--- src/hdl/rip_pkg.sv ---
// ----------------------------------------------------------------------------
// rip_pkg
// Shared constants and helper functions for the radix integer parser.
// ----------------------------------------------------------------------------
`default_nettype none

package rip_pkg;

	localparam int unsigned MAX_LEN = 4096;
	localparam int unsigned CNT_W   = $clog2(MAX_LEN + 1);
	localparam int unsigned VAL_W   = 64;
	localparam int unsigned BASE_W  = 6;
	localparam int unsigned CHAR_W  = 8;

	localparam logic [CNT_W-1:0] MAX_CNT = CNT_W'(MAX_LEN);

	localparam logic [0:0] RADIX_IDX = 1'b0;

	localparam logic [CHAR_W-1:0] CH_ZERO  = 8'h30;
	localparam logic [CHAR_W-1:0] CH_NINE  = 8'h39;
	localparam logic [CHAR_W-1:0] CH_UA    = 8'h41;
	localparam logic [CHAR_W-1:0] CH_UZ    = 8'h5A;
	localparam logic [CHAR_W-1:0] CH_LA    = 8'h61;
	localparam logic [CHAR_W-1:0] CH_LZ    = 8'h7A;
	localparam logic [CHAR_W-1:0] CH_LX    = 8'h78;
	localparam logic [CHAR_W-1:0] CH_UX    = 8'h58;
	localparam logic [CHAR_W-1:0] CH_PLUS  = 8'h2B;
	localparam logic [CHAR_W-1:0] CH_MINUS = 8'h2D;
	localparam logic [CHAR_W-1:0] CH_SPACE = 8'h20;
	localparam logic [CHAR_W-1:0] CH_TAB   = 8'h09;
	localparam logic [CHAR_W-1:0] CH_CR    = 8'h0D;

	localparam logic [BASE_W-1:0] BASE_AUTO = 6'd0;
	localparam logic [BASE_W-1:0] BASE_OCT  = 6'd8;
	localparam logic [BASE_W-1:0] BASE_DEC  = 6'd10;
	localparam logic [BASE_W-1:0] BASE_HEX  = 6'd16;

	typedef struct packed {
		logic              valid;
		logic [BASE_W-1:0] value;
	} digit_t;

	function automatic digit_t digit_of(input logic [CHAR_W-1:0] c);
		digit_t d;
		d.valid = 1'b1;
		d.value = '0;
		if (c >= CH_ZERO && c <= CH_NINE) begin
			d.value = BASE_W'(c - CH_ZERO);
		end else if (c >= CH_UA && c <= CH_UZ) begin
			d.value = BASE_W'(c - CH_UA) + BASE_DEC;
		end else if (c >= CH_LA && c <= CH_LZ) begin
			d.value = BASE_W'(c - CH_LA) + BASE_DEC;
		end else begin
			d.valid = 1'b0;
		end
		return d;
	endfunction

	function automatic logic [CNT_W-1:0] sat_add(input logic [CNT_W-1:0] cnt,
		input logic [1:0] k);
		logic [CNT_W:0] sum;
		sum = {1'b0, cnt} + (CNT_W + 1)'(k);
		if (sum > (CNT_W + 1)'(MAX_LEN)) begin
			return MAX_CNT;
		end
		return sum[CNT_W-1:0];
	endfunction

endpackage

`default_nettype wire

--- src/hdl/radix_integer_parser.sv ---
// ----------------------------------------------------------------------------
// radix_integer_parser
// Streaming unsigned integer parser, one character per transfer, that skips
// whitespace, takes a sign and a base prefix and accumulates digits.
// ----------------------------------------------------------------------------
//
//   Channel   Handshake               Payload
//   -------   ---------------------   -----------------------------------
//   input     char_valid/char_ready   ch, last, no_char
//   result    res_valid/res_ready     consumed, value, value_written
//   config    APB (psel..pready)      radix at byte address 0
//
// A character is taken every cycle unless the input side is held. It passes
// an input register, then the parse logic, whose 64-by-6 multiply-accumulate
// sets the cycle, updates the parser state and, on a last transfer, loads
// the result register. A stalled result only holds the input side when a
// further last transfer needs the result register. Reset clears all control
// state and sets radix to 0.
//
`default_nettype none

module radix_integer_parser (
	input  wire logic                           clk,
	input  wire logic                           arst_n,
	input  wire logic                           char_valid,
	output logic                                char_ready,
	input  wire logic [rip_pkg::CHAR_W-1:0]     ch,
	input  wire logic                           last,
	input  wire logic                           no_char,
	output logic                                res_valid,
	input  wire logic                           res_ready,
	output logic [rip_pkg::CNT_W-1:0]           consumed,
	output logic [rip_pkg::VAL_W-1:0]           value,
	output logic                                value_written,
	input  wire logic                           psel,
	input  wire logic                           penable,
	input  wire logic                           pwrite,
	input  wire logic [2:0]                     paddr,
	input  wire logic [31:0]                    pwdata,
	output logic [31:0]                         prdata,
	output logic                                pready
);

	typedef enum logic [2:0] {
		PH_WS,
		PH_SIGNED,
		PH_ZERO,
		PH_DIGITS,
		PH_DONE
	} phase_t;

	logic [rip_pkg::BASE_W-1:0] radix_q;

	logic                       valid_s1;
	logic [rip_pkg::CHAR_W-1:0] ch_s1;
	logic                       last_s1;
	logic                       no_char_s1;

	phase_t                     phase_q;
	logic [rip_pkg::VAL_W-1:0]  acc_q;
	logic                       neg_q;
	logic [rip_pkg::BASE_W-1:0] base_q;
	logic [rip_pkg::CNT_W-1:0]  count_q;
	logic                       zp_q;

	logic                       res_valid_q;
	logic [rip_pkg::CNT_W-1:0]  consumed_q;
	logic [rip_pkg::VAL_W-1:0]  value_q;
	logic                       written_q;

	logic                       res_free;
	logic                       advance;

	phase_t                     phase_d;
	logic [rip_pkg::VAL_W-1:0]  acc_d;
	logic                       neg_d;
	logic [rip_pkg::BASE_W-1:0] base_d;
	logic [rip_pkg::CNT_W-1:0]  count_d;
	logic                       zp_d;
	logic [rip_pkg::CNT_W-1:0]  fin_count;
	logic [rip_pkg::VAL_W-1:0]  fin_value;
	logic                       take_first;
	logic                       take_dig;
	logic                       is_ws;
	rip_pkg::digit_t            dig;

	assign pready = 1'b1;
	assign prdata = (paddr[2] == rip_pkg::RADIX_IDX) ?
		{{(32 - rip_pkg::BASE_W){1'b0}}, radix_q} : 32'd0;

	always_ff @(posedge clk or negedge arst_n) begin
		if (!arst_n) begin
			radix_q <= rip_pkg::BASE_AUTO;
		end else if (psel && penable && pwrite && pready
			&& paddr[2] == rip_pkg::RADIX_IDX) begin
			radix_q <= pwdata[rip_pkg::BASE_W-1:0];
		end
	end

	assign res_free   = !res_valid_q || res_ready;
	assign advance    = valid_s1 && (!last_s1 || res_free);
	assign char_ready = !valid_s1 || advance;

	assign dig   = rip_pkg::digit_of(ch_s1);
	assign is_ws = (ch_s1 == rip_pkg::CH_SPACE)
		|| (ch_s1 >= rip_pkg::CH_TAB && ch_s1 <= rip_pkg::CH_CR);

	always_comb begin
		phase_d    = phase_q;
		acc_d      = acc_q;
		neg_d      = neg_q;
		base_d     = base_q;
		count_d    = count_q;
		zp_d       = zp_q;
		take_first = 1'b0;
		take_dig   = 1'b0;

		if (!no_char_s1) begin
			if (count_q >= rip_pkg::MAX_CNT) begin
				phase_d = PH_DONE;
			end else begin
				case (phase_q)
					PH_WS: begin
						if (is_ws) begin
							count_d = rip_pkg::sat_add(count_q, 2'd1);
						end else if (ch_s1 == rip_pkg::CH_PLUS
							|| ch_s1 == rip_pkg::CH_MINUS) begin
							neg_d   = (ch_s1 == rip_pkg::CH_MINUS);
							count_d = rip_pkg::sat_add(count_q, 2'd1);
							phase_d = PH_SIGNED;
						end else begin
							take_first = 1'b1;
						end
					end
					PH_SIGNED: begin
						take_first = 1'b1;
					end
					PH_ZERO: begin
						zp_d    = 1'b0;
						phase_d = PH_DIGITS;
						if (ch_s1 == rip_pkg::CH_LX || ch_s1 == rip_pkg::CH_UX) begin
							count_d = rip_pkg::sat_add(count_q, 2'd2);
							base_d  = rip_pkg::BASE_HEX;
						end else begin
							count_d  = rip_pkg::sat_add(count_q, 2'd1);
							take_dig = 1'b1;
						end
					end
					PH_DIGITS: begin
						take_dig = 1'b1;
					end
					default: begin
					end
				endcase
			end

			if (take_first) begin
				if ((radix_q == rip_pkg::BASE_AUTO || radix_q == rip_pkg::BASE_HEX)
					&& ch_s1 == rip_pkg::CH_ZERO) begin
					base_d  = (radix_q == rip_pkg::BASE_AUTO) ?
						rip_pkg::BASE_OCT : rip_pkg::BASE_HEX;
					zp_d    = 1'b1;
					phase_d = PH_ZERO;
				end else begin
					base_d   = (radix_q == rip_pkg::BASE_AUTO) ? rip_pkg::BASE_DEC : radix_q;
					phase_d  = PH_DIGITS;
					take_dig = 1'b1;
				end
			end

			if (take_dig) begin
				if (count_d >= rip_pkg::MAX_CNT || !dig.valid || dig.value >= base_d) begin
					phase_d = PH_DONE;
				end else begin
					acc_d   = rip_pkg::VAL_W'(acc_q * rip_pkg::VAL_W'(base_d))
						+ rip_pkg::VAL_W'(dig.value);
					count_d = rip_pkg::sat_add(count_d, 2'd1);
				end
			end
		end

		fin_count = zp_d ? rip_pkg::sat_add(count_d, 2'd1) : count_d;
		if (fin_count == '0) begin
			fin_value = '0;
		end else if (neg_d) begin
			fin_value = rip_pkg::VAL_W'(0) - acc_d;
		end else begin
			fin_value = acc_d;
		end
	end

	always_ff @(posedge clk or negedge arst_n) begin
		if (!arst_n) begin
			valid_s1 <= 1'b0;
		end else if (char_ready) begin
			valid_s1 <= char_valid;
		end
	end

	always_ff @(posedge clk) begin
		if (char_ready && char_valid) begin
			ch_s1      <= ch;
			last_s1    <= last;
			no_char_s1 <= no_char;
		end
	end

	always_ff @(posedge clk or negedge arst_n) begin
		if (!arst_n) begin
			phase_q <= PH_WS;
			acc_q   <= '0;
			neg_q   <= 1'b0;
			base_q  <= '0;
			count_q <= '0;
			zp_q    <= 1'b0;
		end else if (advance) begin
			if (last_s1) begin
				phase_q <= PH_WS;
				acc_q   <= '0;
				neg_q   <= 1'b0;
				base_q  <= '0;
				count_q <= '0;
				zp_q    <= 1'b0;
			end else begin
				phase_q <= phase_d;
				acc_q   <= acc_d;
				neg_q   <= neg_d;
				base_q  <= base_d;
				count_q <= count_d;
				zp_q    <= zp_d;
			end
		end
	end

	always_ff @(posedge clk or negedge arst_n) begin
		if (!arst_n) begin
			res_valid_q <= 1'b0;
		end else if (advance && last_s1) begin
			res_valid_q <= 1'b1;
		end else if (res_ready) begin
			res_valid_q <= 1'b0;
		end
	end

	always_ff @(posedge clk) begin
		if (advance && last_s1) begin
			consumed_q <= fin_count;
			value_q    <= fin_value;
			written_q  <= (fin_count != '0);
		end
	end

	assign res_valid     = res_valid_q;
	assign consumed      = consumed_q;
	assign value         = value_q;
	assign value_written = written_q;

endmodule

`default_nettype wire

--- config.mk ---
export PLATFORM = sky130hd
export DESIGN_NAME = radix_integer_parser
export DESIGN_NICKNAME = d
export VERILOG_FILES = /design/src/hdl/rip_pkg.sv /design/src/hdl/radix_integer_parser.sv
export SDC_FILE = /design/constraint.sdc
export NUM_CORES = 1
export LEC_CHECK = 0
export ABC_AREA = 0
export BUFFER_PORTS_ARGS = -buffer_cell sky130_fd_sc_hd__buf_2
export CAP_MARGIN = 40
export CORE_AREA = 2 2 270 272
export DETAILED_ROUTE_END_ITERATION = 12
export DIE_AREA = 0 0 272 274
export PLACE_DENSITY_LB_ADDON = 0.08
export SLEW_MARGIN = 20
export SYNTH_ARGS = -nofsm -noshare
export SYNTH_HDL_FRONTEND = slang
export SYNTH_SLANG_ARGS = --single-unit
--- constraint.sdc ---
create_clock -name clk -period 20.3 [get_ports clk]
set_input_delay 2.03 -clock clk [delete_from_list [all_inputs] [get_ports clk]]
set_output_delay 2.03 -clock clk [all_outputs]
set_load 0.005 [all_outputs]
=== Yosys cells after proc, flatten, opt, wreduce, memory -nomap -nowiden ===
Cells that the tools add are included.

* Register bits after elaboration: 184
* Bits in latches: 0
* Bits in writable memories: 0
* Memory bits (read-only): 0
* Input bits: 52
* Output and inout port bits: 113
* Logic and storage cells: 186
* Memories kept: 0

* Add/subtract/negate cells: 11
* $mul: 1
* Divide/modulo/power cells: 0
* Magnitude comparators: 15
* Equal/unequal tests: 11
* Shifts and indexed selects: 0
* Multiplexer cells: 102
* Bitwise logic cells: 1
* Reduce and logical (&&, ||, !) cells: 30

{| class="wikitable"
|+ Operators by type and width
! operator !! number
|-
| two-way mux 64 bit || 5
|-
| two-way mux 13 bit || 20
|-
| two-way mux 6 bit || 13
|-
| adder 64 x 6 -> 64 bit || 1
|-
| multiplier 64 x 6 -> 64 bit || 1
|-
| subtractor 1 x 64 -> 64 bit, first input constant || 1
|-
| greater-than comparator 14 x 13 -> 1 bit, second input constant || 4
|-
| two-way mux 1 bit || 51
|-
| adder 13 x 1 -> 14 bit, second input constant || 3
|-
| equality test 8 x 6 -> 1 bit, second input constant || 4
|-
| >= comparator 13 bit, second input constant || 2
|-
| case mux 13 bit (2 select lines) || 1
|-
| two-way mux 3 bit || 8
|-
| equality test 8 x 7 -> 1 bit, second input constant || 2
|-
| >= comparator 8 x 7 -> 1 bit, second input constant || 2
|-
| less-or-equal comparator 8 x 7 -> 1 bit, second input constant || 2
|-
| adder 13 x 2 -> 14 bit, second input constant || 1
|-
| logical NOT 13 bit || 1
|-
| nonzero test 13 bit || 1
|-
| adder 6 x 4 -> 6 bit, second input constant || 2
|-
| subtractor 6 bit, second input constant || 2
|-
| logical AND 1 bit || 11
|-
| logical OR 1 bit || 9
|-
| >= comparator 8 x 4 -> 1 bit, second input constant || 1
|-
| other kinds (18) || 23
|}

=== Depth between registers and ports, before layout ===
Gate-level depths: netlist of run 1.

* Depth in word-level cells: 30
* Mapped depth: 38
* Gate-level depth less buffers: 36

=== Worst setup path after synthesis of run 1 ===
OpenSTA, ideal clock, no wires.

* Path kind: register -> register
* From: register ch_s1[1] (netlist name)
* To: register value_q (netlist bit value[60]) (data pin)
* Library setup time: 0.278 ns
* Data arrival time: 8.812 ns
* Required time: 20.022 ns
* Path slack: 11.210 ns
* Cell stages (with the launch flop): 35
* Path buffers: 3
* Clock period less this slack: 9.090 ns
* Cells stage by stage: edfxtp_1 > inv_1 > ha_1 > nand4bb_1 > nand4_1 > o21ai_2 > nor2_1 > o211ai_1 > clkbuf_1 > nor3_1 > a21oi_1 > clkbuf_1 > and2_1 > fa_1 > fa_1 > fa_1 > ha_1 > ha_1 > clkbuf_1 > and4_1 > nand2_1 > or3_1 > o21ai_0 > a21oi_1 > o41a_1 > o21ai_1 > a21o_1 > o21ai_0 > xnor2_1 > mux2_2 > or4_1 > nor4_2 > a31o_2 > xnor2_1 > a31oi_1

* Cells in the longest elaborated chain, start to end: 23
* Elaborated cells on any way between the ends: 92
* Classes of those cells: 9 x add/sub; 1 x mul; 12 x order compare; 6 x eq/ne; 52 x mux; 12 x reduce/logical

{| class="wikitable"
|+ RTL lines
! what !! line !! RTL
|-
| start, declared || radix_integer_parser.sv:55 || <nowiki>logic [rip_pkg::CHAR_W-1:0] ch_s1;</nowiki>
|-
| start signal, assigned || radix_integer_parser.sv:202 || <nowiki>ch_s1 <= ch;</nowiki>
|-
| parallel branches: the longest is 23 deep, another holds multiplier 64 x 6 -> 64 bit || n/a ||
|-
| end signal, assigned || radix_integer_parser.sv:248 || <nowiki>value_q <= fin_value;</nowiki>
|-
| end, declared || radix_integer_parser.sv:68 || <nowiki>logic [rip_pkg::VAL_W-1:0] value_q;</nowiki>
|}

Several ways; the timed one is not identified. The select of a mux whose other input is x is not followed.
A chain may end at the register's enable or synchronous reset.

=== Worst setup path in the final report of run 1 ===
* From: register ch_s1[1] (netlist name)
* To: register value_q (netlist bit value[63]) (data pin)

Same word-level chain as after synthesis.

==> flow_summary.yaml, run 1 <==
run_status:
  status: "finished, final reports clean"
placed_design:
  dpl_worst_slack_ps: 9134
  dp_hpwl_mm: 57.71
  port_buffers: 109
  routabilityCongestion: 0.8590
power:
  powerDensity_nw_per_um2: 53.75
  peakVddDrop_mv: 0.05812
  cellLeakagePower_nw: 12.23
timing:
  slew_headroom_pct: 44.43
  fin_ws_ps: 9068
  setup_viol: 0
  slew_violations: 0
  tightest_slew_ps: 810.4
  fmax_mhz: 89.03
  skew_ps: 19.38
  hold_violations: 0
  tns_ps: 0
  period_needed_ps: 11230
  post-route-period-util_pct: 55.33
  rsz0062_at_grt: "no"
  whs_ps: 501.3
global_route:
  antenna_found_initial: 0
  grt_pass1_wl_mm: 127.2
  grt.overflow.total: 0
  grt_pass1_vias: 21835
  grt_max_degree: 67
  grtUsageTotal_pct: 21.82
critical_path:
  required_ps: 20550
  worstPathMaxFanout: 49
  cpMaxStageDelayCell: "o21ai_0"
  reg2reg_to: "value[63]"
  cp-start-kind: "register"
  regToRegSetupSlack_ps: 9070
  cp.arrival_ps: 11490
  worst_setup_path_end_kind: "register"
  cp-startpoint: "ch_s1[1]"
  r2r_cells: 33
  cp_common_cell: "nand2_1"
  critPathKind: "reg -> reg"
  rr_startpoint: "ch_s1[1]"
  max_stage_delay_ps: 670
job:
  drv_cap: 0
yosys:
  synth-compound-area-share_pct: 16.73
  syn_area_um2: 24860
  synth-edff-count: 88
  synthDominantCellAreaShare_pct: 19.33
  synthAdderAreaFrac_pct: 26.93
  synthXorXnorAreaFrac_pct: 5.003
  ys_types: 104
  synth_top_area_cell: "fa_1"
  ys.flop_type: "dfrtp_1"
  synth_top_cells_by_area: "fa_1 19%, edfxtp_1 11%, dfrtp_1 9.7%"
  synth-seq-cells: 184
  synth-simple-area-share_pct: 23.32
  async_flop_share_pct: 52.17
  yosysSeqAreaShare_pct: 20.29
  avgSynthCellArea_um2: 9.013
  syn_inst: 2758
  synth.most_common_cell: "and2_1"
  synth_top_family_by_area: "adder cells"
  synth_common_cells: "349 x and2_1, 259 x nand2_1, 240 x fa_1, 151 x ha_1, 140 x o21ai_0"
  ys_warn_count: 0
  synth_mux_area_share_pct: 2.134
clock_network:
  holdBufCountCts: 0
  cts_tree: "built"
  clock_path_buffers: 2
  cts_setup_buffers: 0
  cts_resized: 0
  cts-root-buf: "clkbuf_16"
  path_clk_slew_ps: 90
  h-tree-depth: 4
  clock-sinks: 184
  clock_latency_ps: 510
  cts_made_buffers: 17
drt:
  dr_wl_met2_mm: 39.15
  drt_iter0_drc: 1207
  route.detailed.drc: 0
  vias: 20689
  met1_length_mm: 35.84
  ant_nets: 0
  viasPerCell: 5.559
  met3_length_mm: 2.738
  finalWirelength_mm: 78.86
  highest_layer: "met4"
  dr.pass1.iters: 7
  wl_per_cell_um: 21.19
die:
  coreArea_um2: 71970
  die_w_um: 272
  std_cell_rows: 99
  initial_core_util_pct: 34.54
  die_area_um2: 74530
  ioPinCount: 165
  chipHeight_um: 274
worst_hold_path:
  hold_path_startpoint: "zp_q"
  holdPathStages: 2
  min_to: "zp_q"
  hold_class: "reg -> reg"
finish:
  drive_above_1_share_pct: 9.269
  syn_to_final_growth_pct: 8.058
  nNetsFinal: 3192
-- per-layer routing --
| layer | GRT usage [%] | vias to the layer above |
|---|---|---|
| met3 | 2.759 | 61 |
| met2 | 38.22 | 419 |
| met5 | 0 | - |
| li1 | - | 9646 |
| met4 | 4.772 | 0 |
| met1 | 28.72 | 10563 |
-- worst max-delay path by stage --
stage                      endpoint
after global routing      value[63]
after floorplan           value[60]
after CTS                 value[63]
after global placement    value[62]
after detailed placement  value[63]
final                     value[63]
-- layout make-up --
cell class              count  area (µm²)
inverters                 110       412.9
repair buffers            145       924.6
flip-flops and latches    184        5045
multi-input cells        2291       18640
fillers                  7295       45110
clock inverters            15       210.2
diodes                      1       2.502
clock buffers              17       425.4
well taps                 959        1200
-- logic make-up after synthesis --
family | Yosys count
xor+xnor | 142
fa+ha+maj | 391
mux | 52
simple gates | 1063
buf+inv | 308
flops | 184
compound gates | 616
other cells | 2
-- sequential cells by signal (all words and copies together) (netlist names) --
register       cells
value_written      1
acc_q             64
ch_s1              8
radix_q            6
valid_s1           1
phase_q            3
no_char_s1         1
count_q           13
res_valid          1
base_q             6
neg_q              1
last_s1            1
value             64
consumed          13
zp_q               1
-- power breakdown --
group | internal [mW] | total, mW | switching, mW
combinational | 0.154 | 0.612 | 0.458
sequential | 0.413 | 0.449 | 0.0354
clock | 0.189 | 0.383 | 0.194
-- worst max-delay path, delay by kind of cell, from the launching register on --
kind                       cells  cell delay [ps]
and+or+nand+nor               17             4870
adders and majority gates      6             2390
AOI/OAI and AO/OA              7             2180
buffers and inverters          2              760
DFF                            1              540
xor gates and xnor gates       1              170
-- layout by cell type, fill, tap and decap left out, drive strengths merged, types with 25 or more instances in the layout --
cell type	Yosys	final
xor2	53	53
ha	151	151
nand4	28	28
edfxtp	88	88
inv	110	116
and2	349	349
nor3	55	55
fa	240	240
nand3	59	59
buf	86	145
and3	25	25
mux2i	44	44
a31oi	96	96
xnor2	89	89
nor2	125	125
dfrtp	96	96
a21oi	114	114
nand2	259	259
conb	2	27
o21ai	146	146
a21o	32	32
nor4	30	30
-- stage by stage --
| stage | utilization (%) | std cells | instance area (µm²) | total power [mW] |
|---|---|---|---|---|
| floorplan | - | 2783 | 24950 | 0.8316 |
| global placement | 36.18 | 3678 | 26040 | 1.050 |
| detailed placement | 36.32 | 3684 | 26140 | 1.056 |
| CTS | 37.20 | 3716 | 26770 | 1.445 |
| global route | 37.32 | 3721 | 26860 | 1.523 |
| finish | 37.33 | 3722 | 26860 | 1.444 |
Note: power is estimated with default switching activity, not from simulation.
==> run 2: changes to the inputs <==
--- a/config.mk
+++ b/config.mk
@@ -5,12 +5,12 @@
 export SDC_FILE = /design/constraint.sdc
 export NUM_CORES = 1
 export LEC_CHECK = 0
-export ABC_AREA = 0
+export ABC_AREA = 1
 export BUFFER_PORTS_ARGS = -buffer_cell sky130_fd_sc_hd__buf_2
 export CAP_MARGIN = 40
-export CORE_AREA = 2 2 270 272
+export CORE_AREA = 2 2 266 268
 export DETAILED_ROUTE_END_ITERATION = 12
-export DIE_AREA = 0 0 272 274
+export DIE_AREA = 0 0 268 270
 export PLACE_DENSITY_LB_ADDON = 0.08
 export SLEW_MARGIN = 20
 export SYNTH_ARGS = -nofsm -noshare
==> constraint.sdc (replaced) <==
create_clock -name clk -period 10.8 [get_ports clk]
set_input_delay 1.08 -clock clk [delete_from_list [all_inputs] [get_ports clk]]
set_output_delay 1.08 -clock clk [all_outputs]
set_load 0.005 [all_outputs]
==> flow_summary.yaml, run 2 <==
job:
  drv_cap: 0
finish:
  syn_to_final_growth_pct: 9.035
  drive_above_1_share_pct: 9.963
  regArea_um2: 5045
  nNetsFinal: 3682
  diodes: 0
  layout_commonest_cell: "nor2_1"
  final_cell_mix: "579 x nor2_1, 574 x nand2_1, 426 x inv_1"
  fillers: 7395
  multi_input_area_um2: 16710
critical_path:
  worst_setup_path_end_kind: "register"
  regToRegSetupSlack_ps: 1150
  critPathKind: "reg -> reg"
  crit_cells: 44
  reg2reg_to: "value[52]"
  cp-startpoint: "ch_s1[0]"
  max_stage_delay_ps: 560
  required_ps: 11050
  endpoint: "value[52]"
  critPathBufInv: 11
  cp.arrival_ps: 9900
  worstPathMaxFanout: 23
  crit_family: "adder cells"
  cp-start-kind: "register"
  rr_startpoint: "ch_s1[0]"
  r2r_cells: 44
  cp_common_cell: "inv_1"
  cpMaxStageDelayCell: "fa_1"
placed_design:
  routabilityCongestion: 0.8965
  dp_hpwl_mm: 61.92
  dpl_worst_slack_ps: 1013
  port_buffers: 109
power:
  peakVddDrop_mv: 0.1346
  cellLeakagePower_nw: 13.26
  powerDensity_nw_per_um2: 342.3
clock_network:
  path_clk_slew_ps: 80
  clock_path_buffers: 2
  clock-sinks: 184
  cts_setup_buffers: 0
  cts_resized: 0
  cts-root-buf: "clkbuf_16"
  holdBufCountCts: 0
  h-tree-depth: 4
  clock_latency_ps: 510
  cts_made_buffers: 17
  cts_tree: "built"
timing:
  fin_ws_ps: 1150
  tightest_slew_ps: 862.5
  skew_ps: 17.38
  post-route-period-util_pct: 89.35
  setup_viol: 0
  period_needed_ps: 9650
  tns_ps: 0
  slew_headroom_pct: 42.50
  rsz0062_at_grt: "no"
  slew_violations: 0
  hold_violations: 0
  fmax_mhz: 103.6
drt:
  route.detailed.drc: 0
  finalWirelength_mm: 80.39
  ant_nets: 0
  dr_wl_met2_mm: 37.77
  viasPerCell: 5.070
  dr.pass1.iters: 7
  vias: 21252
  wl_per_cell_um: 19.18
  drt_iter0_drc: 1305
  met1_length_mm: 37.67
  met3_length_mm: 3.312
  highest_layer: "met4"
die:
  initial_core_util_pct: 34.55
  die_w_um: 268
  std_cell_rows: 97
  coreArea_um2: 69540
  chipHeight_um: 270
  ioPinCount: 165
  die_area_um2: 72360
yosys:
  ys_types: 63
  synth-seq-cells: 184
  ys.flop_type: "dfrtp_1"
  synth_top_cells_by_area: "fa_1 20%, edfxtp_1 11%, dfrtp_1 10%"
  synth_top_area_cell: "fa_1"
  ys_warn_count: 0
  syn_inst: 3169
  synth.most_common_cell: "nand2_1"
  yosysSeqAreaShare_pct: 21.00
  async_flop_share_pct: 52.17
  synth_common_cells: "581 x nand2_1, 579 x nor2_1, 428 x inv_1, 240 x fa_1, 151 x ha_1"
  synthDominantCellAreaShare_pct: 20.00
  syn_area_um2: 24030
  synth-edff-count: 88
  avgSynthCellArea_um2: 7.582
global_route:
  grt.overflow.total: 0
  grt_pass1_wl_mm: 127.5
  grt_max_degree: 61
  grt_pass1_vias: 22509
  grtUsageTotal_pct: 22.73
  antenna_found_initial: 1
worst_hold_path:
  holdPathStages: 2
  hold_class: "reg -> reg"
run_status:
  status: "finished, final reports clean"
run 2: cell types whose count changed in the layout (fill, tap and decap cells not counted), moves of 68 or more:
cell     before  now
and2_1      349    0
inv_1       110  426
a31oi_1      92   24
nand2_1     254  574
nor2_1      124  579
o22ai_1       9   81
run 2: cells by family after synthesis:
kind of cell | Yosys count | share of synthesized area [%]
simple gates | 1434 | 25.24
flops | 184 | 21.00
fa+ha+maj | 391 | 27.86
compound gates | 435 | 10.45
other cells | 2 | 0.03126
buf+inv | 573 | 9.920
xor+xnor | 150 | 5.499
run 2: final cells by class:
cell class	count	share of cell area (%)
flip-flops and latches	184	19.26
clock buffers	18	1.638
clock inverters	14	0.6257
inverters	447	6.424
repair buffers	152	3.763
well taps	940	4.489
multi-input cells	2437	63.80
run 2: stage by stage:
step	hold WS [ps]	cells	power, mW	area (µm²)	util [%]
floorplan	446.8	3194	6.209	24120	-
detailed placement	512.0	4157	8.257	25520	36.70
CTS	531.6	4189	9.026	26120	37.55
finish	528.8	4192	8.967	26200	37.67
global placement	510.0	4155	8.221	25490	36.65
global route	548.0	4192	9.979	26200	37.67
run 2: power by group:
part	switching (mW)	total [mW]	internal, mW
sequential	0.123	1.09	0.963
clock	0.345	0.693	0.348
combinational	4.77	7.19	2.42
run 2: metal layers:
| metal | vias to the layer above | track usage, % |
|---|---|---|
| met5 | - | 0 |
| met4 | 0 | 6.336 |
| met3 | 81 | 3.063 |
| met2 | 451 | 37.44 |
| met1 | 10554 | 31.12 |
| li1 | 10166 | - |
run 2: how the worst min path moves through the flow:
stage               startpoint  endpoint
finish                   neg_q     neg_q
global route             neg_q     neg_q
CTS                      neg_q     neg_q
detailed placement       neg_q     neg_q
global placement         neg_q     neg_q
floorplan                 zp_q      zp_q
run 2: worst register-to-register path, delay by kind of cell, from the launching register on:
| kind | cells | cell delay [ps] |
|---|---|---|
| adders and majority gates | 6 | 2600 |
| buffers and inverters | 11 | 1260 |
| xor gates and xnor gates | 2 | 490 |
| DFF | 1 | 420 |
| and+or+nand+nor | 16 | 2190 |
| AOI/OAI and AO/OA | 9 | 2450 |
